File: src/design/tcd_pkg.sv
// shared types and constants for the thermostat with compressor delay
`default_nettype none

package tcd_pkg;

    localparam int unsigned BYTE_W   = 8;
    localparam int unsigned TEMP_W   = 22;
    localparam int unsigned TARGET_W = 12;
    localparam int unsigned BAND_W   = 10;
    localparam int unsigned DELAY_W  = 8;
    localparam int unsigned IDLE_W   = 16;
    localparam int unsigned CFG_IDX_W  = 2;
    localparam int unsigned CFG_DATA_W = 12;

    typedef logic [BYTE_W-1:0]          byte_t;
    typedef logic signed [TEMP_W-1:0]   temp_t;
    typedef logic [TARGET_W-1:0]        target_t;
    typedef logic [BAND_W-1:0]          band_t;
    typedef logic [DELAY_W-1:0]         delay_t;
    typedef logic [IDLE_W-1:0]          idle_t;
    typedef logic [CFG_IDX_W-1:0]       cfg_idx_t;
    typedef logic [CFG_DATA_W-1:0]      cfg_data_t;

    localparam cfg_idx_t REG_TARGET_TEMP     = 2'd0;
    localparam cfg_idx_t REG_HYSTERESIS_BAND = 2'd1;
    localparam cfg_idx_t REG_MIN_OFF_TICKS   = 2'd2;

    localparam target_t TARGET_RESET = 12'd1800;
    localparam band_t   BAND_RESET   = 10'd100;
    localparam delay_t  MIN_OFF_RESET = 8'd60;
    localparam idle_t   IDLE_MAX     = 16'hffff;

    localparam temp_t CENTI_PER_DEG = 22'sd100;
    localparam temp_t FRAC_OFFSET   = 22'sd25;

endpackage

`default_nettype wire

File: src/design/tcd_if.sv
// channel interfaces: sensor sample, thermostat result, configuration write
`default_nettype none

interface tcd_in_if;
    logic           valid;
    logic           ready;
    tcd_pkg::byte_t reading_low;
    tcd_pkg::byte_t reading_high;
    tcd_pkg::byte_t count_remain;
    logic           sensor_absent;

    modport source (output valid, output reading_low, output reading_high,
                    output count_remain, output sensor_absent, input ready);
    modport sink   (input valid, input reading_low, input reading_high,
                    input count_remain, input sensor_absent, output ready);
endinterface

interface tcd_out_if;
    logic            valid;
    logic            ready;
    tcd_pkg::temp_t  temp_centi;
    logic            cool_demand;
    logic            relay_on;
    tcd_pkg::delay_t delay_left;

    modport source (output valid, output temp_centi, output cool_demand,
                    output relay_on, output delay_left, input ready);
    modport sink   (input valid, input temp_centi, input cool_demand,
                    input relay_on, input delay_left, output ready);
endinterface

interface tcd_cfg_if;
    logic               valid;
    logic               ready;
    tcd_pkg::cfg_idx_t  index;
    tcd_pkg::cfg_data_t data;

    modport source (output valid, output index, output data, input ready);
    modport sink   (input valid, input index, input data, output ready);
endinterface

`default_nettype wire

File: src/design/thermostat_with_compressor_delay_unit.sv
// thermostat top level: temperature conversion, hysteresis and restart delay
//
//  channel  dir  beat contents
//  sample   in   reading_low, reading_high, count_remain, sensor_absent
//  result   out  temp_centi, cool_demand, relay_on, delay_left
//  cfg      in   index, data (target_temp, hysteresis_band, min_off_ticks)
//
//  one beat per cycle sustained while result is ready; a beat waits in the input register
//  and is then registered onto result
//  compressor state and idle counter update as a beat moves to the result register
//  a stalled result holds; one more sample waits in the input register
//  rst_n clears state, registers return to 1800 / 100 / 60; cfg always ready
`default_nettype none

module thermostat_with_compressor_delay_unit (
    input  wire logic clk,
    input  wire logic rst_n,
    tcd_in_if.sink    sample,
    tcd_out_if.source result,
    tcd_cfg_if.sink   cfg
);
    import tcd_pkg::*;

    target_t target_reg;
    band_t   band_reg;
    delay_t  min_off_reg;

    logic    in_valid_reg;
    byte_t   low_reg;
    byte_t   high_reg;
    byte_t   remain_reg;
    logic    absent_reg;

    logic    out_valid_reg;
    temp_t   temp_reg;
    logic    demand_reg;
    logic    relay_reg;
    delay_t  left_reg;

    logic    running_reg;
    logic    running_next;
    idle_t   idle_reg;
    idle_t   idle_next;

    logic    accept_in;
    logic    advance;
    temp_t   temp_now;
    logic signed [13:0] thr;
    logic    demand;
    logic    idle_lt;
    logic    idle_gt;
    delay_t  left;

    tcd_temp_calc u_temp_calc (
        .reading_low  (low_reg),
        .reading_high (high_reg),
        .count_remain (remain_reg),
        .temp_centi   (temp_now)
    );

    assign advance      = in_valid_reg && (!out_valid_reg || result.ready);
    assign sample.ready = !in_valid_reg || advance;
    assign accept_in    = sample.valid && sample.ready;
    assign cfg.ready    = 1'b1;

    assign result.valid       = out_valid_reg;
    assign result.temp_centi  = temp_reg;
    assign result.cool_demand = demand_reg;
    assign result.relay_on    = relay_reg;
    assign result.delay_left  = left_reg;

    // threshold uses running state from before this tick
    assign thr    = running_reg ? ($signed({2'b00, target_reg}) - $signed({4'b0000, band_reg}))
                                : ($signed({2'b00, target_reg}) + $signed({4'b0000, band_reg}));
    assign demand = temp_now > TEMP_W'(thr);

    assign idle_lt = idle_reg < IDLE_W'(min_off_reg);
    assign idle_gt = idle_reg > IDLE_W'(min_off_reg);
    assign left    = (demand && idle_lt) ? (min_off_reg - idle_reg[DELAY_W-1:0]) : '0;

    always_comb
    begin
        running_next = demand && !absent_reg && (running_reg || idle_gt);
        if (running_next)
        begin
            idle_next = '0;
        end
        else if (idle_reg != IDLE_MAX)
        begin
            idle_next = idle_reg + 1'b1;
        end
        else
        begin
            idle_next = idle_reg;
        end
    end

    always_ff @(posedge clk or negedge rst_n)
    begin
        if (!rst_n)
        begin
            target_reg    <= TARGET_RESET;
            band_reg      <= BAND_RESET;
            min_off_reg   <= MIN_OFF_RESET;
            in_valid_reg  <= 1'b0;
            out_valid_reg <= 1'b0;
            running_reg   <= 1'b0;
            idle_reg      <= '0;
        end
        else
        begin
            if (cfg.valid && cfg.ready)
            begin
                unique case (cfg.index)
                    REG_TARGET_TEMP:     target_reg  <= cfg.data[TARGET_W-1:0];
                    REG_HYSTERESIS_BAND: band_reg    <= cfg.data[BAND_W-1:0];
                    REG_MIN_OFF_TICKS:   min_off_reg <= cfg.data[DELAY_W-1:0];
                    default:             ;
                endcase
            end
            if (accept_in)
            begin
                in_valid_reg <= 1'b1;
            end
            else if (advance)
            begin
                in_valid_reg <= 1'b0;
            end
            if (advance)
            begin
                out_valid_reg <= 1'b1;
                running_reg   <= running_next;
                idle_reg      <= idle_next;
            end
            else if (result.ready)
            begin
                out_valid_reg <= 1'b0;
            end
        end
    end

    always_ff @(posedge clk)
    begin
        if (accept_in)
        begin
            low_reg    <= sample.reading_low;
            high_reg   <= sample.reading_high;
            remain_reg <= sample.count_remain;
            absent_reg <= sample.sensor_absent;
        end
        if (advance)
        begin
            temp_reg   <= temp_now;
            demand_reg <= demand;
            relay_reg  <= running_next;
            left_reg   <= left;
        end
    end

`ifndef SYNTHESIS
    a_relay_needs_demand: assert property (@(posedge clk) disable iff (!rst_n)
        out_valid_reg && relay_reg |-> demand_reg)
        else $error("relay on without demand");

    a_delay_needs_demand: assert property (@(posedge clk) disable iff (!rst_n)
        out_valid_reg && (left_reg != '0) |-> demand_reg)
        else $error("delay reported without demand");

    a_running_idle_zero: assert property (@(posedge clk) disable iff (!rst_n)
        running_reg |-> (idle_reg == '0))
        else $error("idle counter nonzero while running");

    a_input_held: assert property (@(posedge clk) disable iff (!rst_n)
        in_valid_reg && !advance |=> in_valid_reg)
        else $error("waiting sample dropped");

    a_relay_tracks_state: assert property (@(posedge clk) disable iff (!rst_n)
        advance |=> (relay_reg == running_reg))
        else $error("relay output differs from compressor state");
`endif

endmodule

`default_nettype wire

File: src/design/tcd_temp_calc.sv
// raw sensor bytes to temperature in hundredths of a degree
`default_nettype none

module tcd_temp_calc (
    input  wire tcd_pkg::byte_t reading_low,
    input  wire tcd_pkg::byte_t reading_high,
    input  wire tcd_pkg::byte_t count_remain,
    output tcd_pkg::temp_t temp_centi
);
    import tcd_pkg::*;

    logic [15:0]        raw;
    logic signed [14:0] whole;
    temp_t              whole_ext;
    temp_t              scaled;
    logic [14:0]        rem_scaled;
    logic signed [16:0] num;
    logic signed [16:0] num_adj;
    logic signed [12:0] frac;

    assign raw        = {reading_high, reading_low};
    // floor of half the signed reading
    assign whole      = $signed(raw[15:1]);
    assign whole_ext  = TEMP_W'(whole);
    assign scaled     = whole_ext * CENTI_PER_DEG;

    assign rem_scaled = 15'(count_remain) * 15'd100;
    assign num        = 17'sd1600 - $signed({2'b00, rem_scaled});
    // divide by sixteen, truncating toward zero
    assign num_adj    = num + (num[16] ? 17'sd15 : 17'sd0);
    assign frac       = num_adj[16:4];

    assign temp_centi = scaled + TEMP_W'(frac) - FRAC_OFFSET;

endmodule

`default_nettype wire
File: src/flat_wrapper.sv
// flat-port wrapper written by rule: the top's interface ports become plain ports
module thermostat_with_compressor_delay_unit_flat import tcd_pkg::*;
  (clk, rst_n, sample_valid, sample_reading_low, sample_reading_high, sample_count_remain, sample_sensor_absent, sample_ready, result_valid, result_temp_centi, result_cool_demand, result_relay_on, result_delay_left, result_ready, cfg_valid, cfg_index, cfg_data, cfg_ready);
  tcd_in_if sample_i ();
  tcd_out_if result_i ();
  tcd_cfg_if cfg_i ();
  input  wire logic clk;
  input  wire logic rst_n;
  input wire logic [$bits(sample_i.valid)-1:0] sample_valid;
  input wire logic [$bits(sample_i.reading_low)-1:0] sample_reading_low;
  input wire logic [$bits(sample_i.reading_high)-1:0] sample_reading_high;
  input wire logic [$bits(sample_i.count_remain)-1:0] sample_count_remain;
  input wire logic [$bits(sample_i.sensor_absent)-1:0] sample_sensor_absent;
  output wire logic [$bits(sample_i.ready)-1:0] sample_ready;
  output wire logic [$bits(result_i.valid)-1:0] result_valid;
  output wire logic [$bits(result_i.temp_centi)-1:0] result_temp_centi;
  output wire logic [$bits(result_i.cool_demand)-1:0] result_cool_demand;
  output wire logic [$bits(result_i.relay_on)-1:0] result_relay_on;
  output wire logic [$bits(result_i.delay_left)-1:0] result_delay_left;
  input wire logic [$bits(result_i.ready)-1:0] result_ready;
  input wire logic [$bits(cfg_i.valid)-1:0] cfg_valid;
  input wire logic [$bits(cfg_i.index)-1:0] cfg_index;
  input wire logic [$bits(cfg_i.data)-1:0] cfg_data;
  output wire logic [$bits(cfg_i.ready)-1:0] cfg_ready;
  assign sample_i.valid = sample_valid;
  assign sample_i.reading_low = sample_reading_low;
  assign sample_i.reading_high = sample_reading_high;
  assign sample_i.count_remain = sample_count_remain;
  assign sample_i.sensor_absent = sample_sensor_absent;
  assign sample_ready = sample_i.ready;
  assign result_valid = result_i.valid;
  assign result_temp_centi = result_i.temp_centi;
  assign result_cool_demand = result_i.cool_demand;
  assign result_relay_on = result_i.relay_on;
  assign result_delay_left = result_i.delay_left;
  assign result_i.ready = result_ready;
  assign cfg_i.valid = cfg_valid;
  assign cfg_i.index = cfg_index;
  assign cfg_i.data = cfg_data;
  assign cfg_ready = cfg_i.ready;
  thermostat_with_compressor_delay_unit u_core (.clk(clk), .rst_n(rst_n), .sample(sample_i), .result(result_i), .cfg(cfg_i));
endmodule
File: config.mk
export PLATFORM = sky130hd
export DESIGN_NAME = thermostat_with_compressor_delay_unit_flat
export DESIGN_NICKNAME = d
export VERILOG_FILES = /design/src/design/tcd_pkg.sv /design/src/design/tcd_if.sv /design/src/design/thermostat_with_compressor_delay_unit.sv /design/src/design/tcd_temp_calc.sv /design/src/flat_wrapper.sv
export SDC_FILE = /design/constraint.sdc
export NUM_CORES = 1
export LEC_CHECK = 0
export BUFFER_PORTS_ARGS = -buffer_cell sky130_fd_sc_hd__buf_2
export CAP_MARGIN = 20
export CORE_MARGIN = 1
export CORE_UTILIZATION = 42
export DETAILED_ROUTE_END_ITERATION = 8
export HOLD_SLACK_MARGIN = 0.06
export PLACE_DENSITY = 0.66
export SYNTH_ARGS = -nofsm -noshare
export SYNTH_HDL_FRONTEND = slang
export SYNTH_SLANG_ARGS = --single-unit
export TNS_END_PERCENT = 1
File: constraint.sdc
create_clock -name clk -period 14.3 [get_ports clk]
set_input_delay 4.29 -clock clk [delete_from_list [all_inputs] [get_ports clk]]
set_output_delay 4.29 -clock clk [all_outputs]
set_load 0.03 [all_outputs]
==> run metrics <==
Min-Delay Path Class=reg -> reg; Core Area=22,600 um^2; Num CTS Buffers=9; CP arrival=9.88 ns; dominant cell type by area after synthesis=ha_1; Final ANT Viol Nets=0; WL final=18,500 um; fmax=103 MHz; Placer Congestion=0.802; Mapped Area=9670 um^2; max_cap viols=0; Placement Rows=55; Final Slew Violations=0; area grow syn2layout=11.0%; fin worst setup slack=4.63 ns; period utilization=67.6%; Final Hold Slack=0.508 ns; CP max-delay cell=nor2_1; worst setup path end=u_core.idle_reg[5]; die area=23,600 um^2; post_cts resized=0; clk sink count=105; Worst Path Required=14.51 ns; first-pass GRT wire length=32,000 um; Max Buffers Root-to-Sink=2; Die Ht=154 um; Seq/Total Area, Yosys=30.2%; Worst Reg-to-Reg Cells=38; synthesis warning total=0; cell repeated most along the worst path=ha_1; flop2flop setup slack=4.63 ns; Layout Nets=1,311; Worst-path clk slew=0.08 ns; register bit total from synthesis=105; Initial Utilization=42.7%; max FFs per register=22; Port Buffers=76; CP Launch Type=flop; share of cells above drive strength 1=14.2%; Root Driver=clkbuf_16; Vias=7,012; Met1 Wirelength=8980 um; worst skew pair latency=0.36 ns; ant diodes=0; Max stage delay on crit path=0.69 ns; reg-to-reg endpoint=u_core.idle_reg[5]; # IOs=79; Finished Core Util=47.4%; Die Span X=154 um; Tot GR Track Use=16.6%; final hold vios=0; slew margin rel.=44.5%; top post-synthesis cells by count=174 x ha_1, 169 x inv_1, 56 x edfxtp_1, 52 x a21oi_1, 52 x xnor2_1; EDFF count, synth=56; status=finished clean; crit path max fanout=13; vias in the first global route=6,939; # hold bufs at CTS=0; postcts setup bufs=0; Post-Place Worst Slack=4.68 ns; cell count after synthesis=988; Layout Skew=0.0112 ns; TritonCTS clock tree=yes; top-count cell post-synth=ha_1; Setup violations, final=0; routed vias/inst=5.14; CTS H-tree depth=3; predominant post-synthesis flop cell=edfxtp_1; min Tclk post-route=9.67 ns; met2 WL post-DR=8610 um; unrepaired setup endpoints after global routing=no; drt first pass iters=4; post-synth top area share=22.5%; First DRT Iteration DRCs=295; Routed wire per std cell=13.6 um; crit end category=flop; critical path class=reg -> reg; Syn Area/Cell=9.79 um^2; largest cells by area after synthesis=ha_1 23%, edfxtp_1 17%, dfrtp_1 9.8%, inv_1 6.6%, xnor2_1 4.7%; Syn Nets=1,226; worst r2r src=u_core.remain_reg[2]; hpwl dp=14,800 um; global route overflow=0; initial antenna violation count=0; Filler cells=2,137; met3 routed WL=642 um; Netlist cell types=69; Critical Path Start=u_core.remain_reg[2]; DRC=0; Total Neg Setup Slack=0 ns; Worst-Margin Slew=0.829 ns; top sig layer=met4; Async SR Flop Fraction=46.7%; maximum number of pins on one net before global-route repair=50
==> metrics by stage <==
step / cells / area [um^2]
after detailed placement: 1345 / 10400
after CTS: 1361 / 10700
final: 1363 / 10700
after global routing: 1363 / 10700
after floorplan: 988 / 9670
after global placement: 1345 / 10400
==> per-layer routing <==
| layer | global-route usage (%) | vias up |
|---|---|---|
| met1 | 21.9 | 3282 |
| met3 | 2.59 | 21 |
| met2 | 28.1 | 94 |
| met5 | 0 | - |
| met4 | 4.57 | 0 |
| li1 | - | 3615 |
==> placed cells by master, fill, tap and decap left out, drive strengths merged, types with 27 or more instances in the layout <==
master / Yosys / final
a21oi: 53 / 53
inv: 169 / 171
o21ai: 35 / 35
xor2: 28 / 28
dfrtp: 38 / 38
mux2: 29 / 29
edfxtp: 56 / 56
xnor2: 53 / 53
buf: 1 / 81
nand2: 27 / 27
a21o: 36 / 36
nor2: 50 / 50
ha: 174 / 174
==> final cells by class <==
cell class / count / area, um^2 / area share [%]
tap: 285 / 357 / 3.32
clock inverter: 5 / 36.3 / 0.338
inverter: 169 / 634 / 5.91
sequential: 105 / 2920 / 27.2
timing repair buffer: 81 / 442 / 4.11
clock buffer: 11 / 254 / 2.37
multi-input combinational: 707 / 6090 / 56.7
==> kinds of logic (layout without fill, tap and decap cells) <==
logic type | count (synthesis) | after routing | share of synthesized area (%)
AO/OA/AOI/OAI | 196 | 196 | 13.7
XOR/XNOR | 81 | 81 | 7.49
adder cells (fa/ha/maj) | 194 | 194 | 26.6
buffers and inverters | 176 | 266 | 6.87
flip-flops | 105 | 105 | 30.2
multiplexers | 32 | 32 | 3.69
other | 1 | 1 | 0.0388
AND/OR/NAND/NOR | 203 | 203 | 11.4
==> critical path: cells and delay by family (launching register included) <==
kind / cells / cell delay (ns)
AO/OA/AOI/OAI: 12 / 3.48
adder cells (fa/ha/maj): 8 / 2.65
AND/OR/NAND/NOR: 15 / 2.51
flip-flops: 1 / 0.49
XOR/XNOR: 2 / 0.34
buffers and inverters: 1 / 0.04
==> worst min path at each step <==
stage	startpoint	to	slack [ns]	cells past startpoint
finish	u_core.in_valid_reg	u_core.result.valid	0.51	1
global route	u_core.min_off_reg[7]	u_core.min_off_reg[7]	0.54	1
CTS	u_core.in_valid_reg	u_core.result.valid	0.52	1
detailed placement	u_core.in_valid_reg	u_core.result.valid	0.50	1
global placement	u_core.in_valid_reg	u_core.result.valid	0.48	1
floorplan	u_core.in_valid_reg	u_core.result.valid	0.46	1
Power is left out: the tool's default activity adds up to more than one toggle a clock period on the data nets, which glitch-free logic cannot reach.
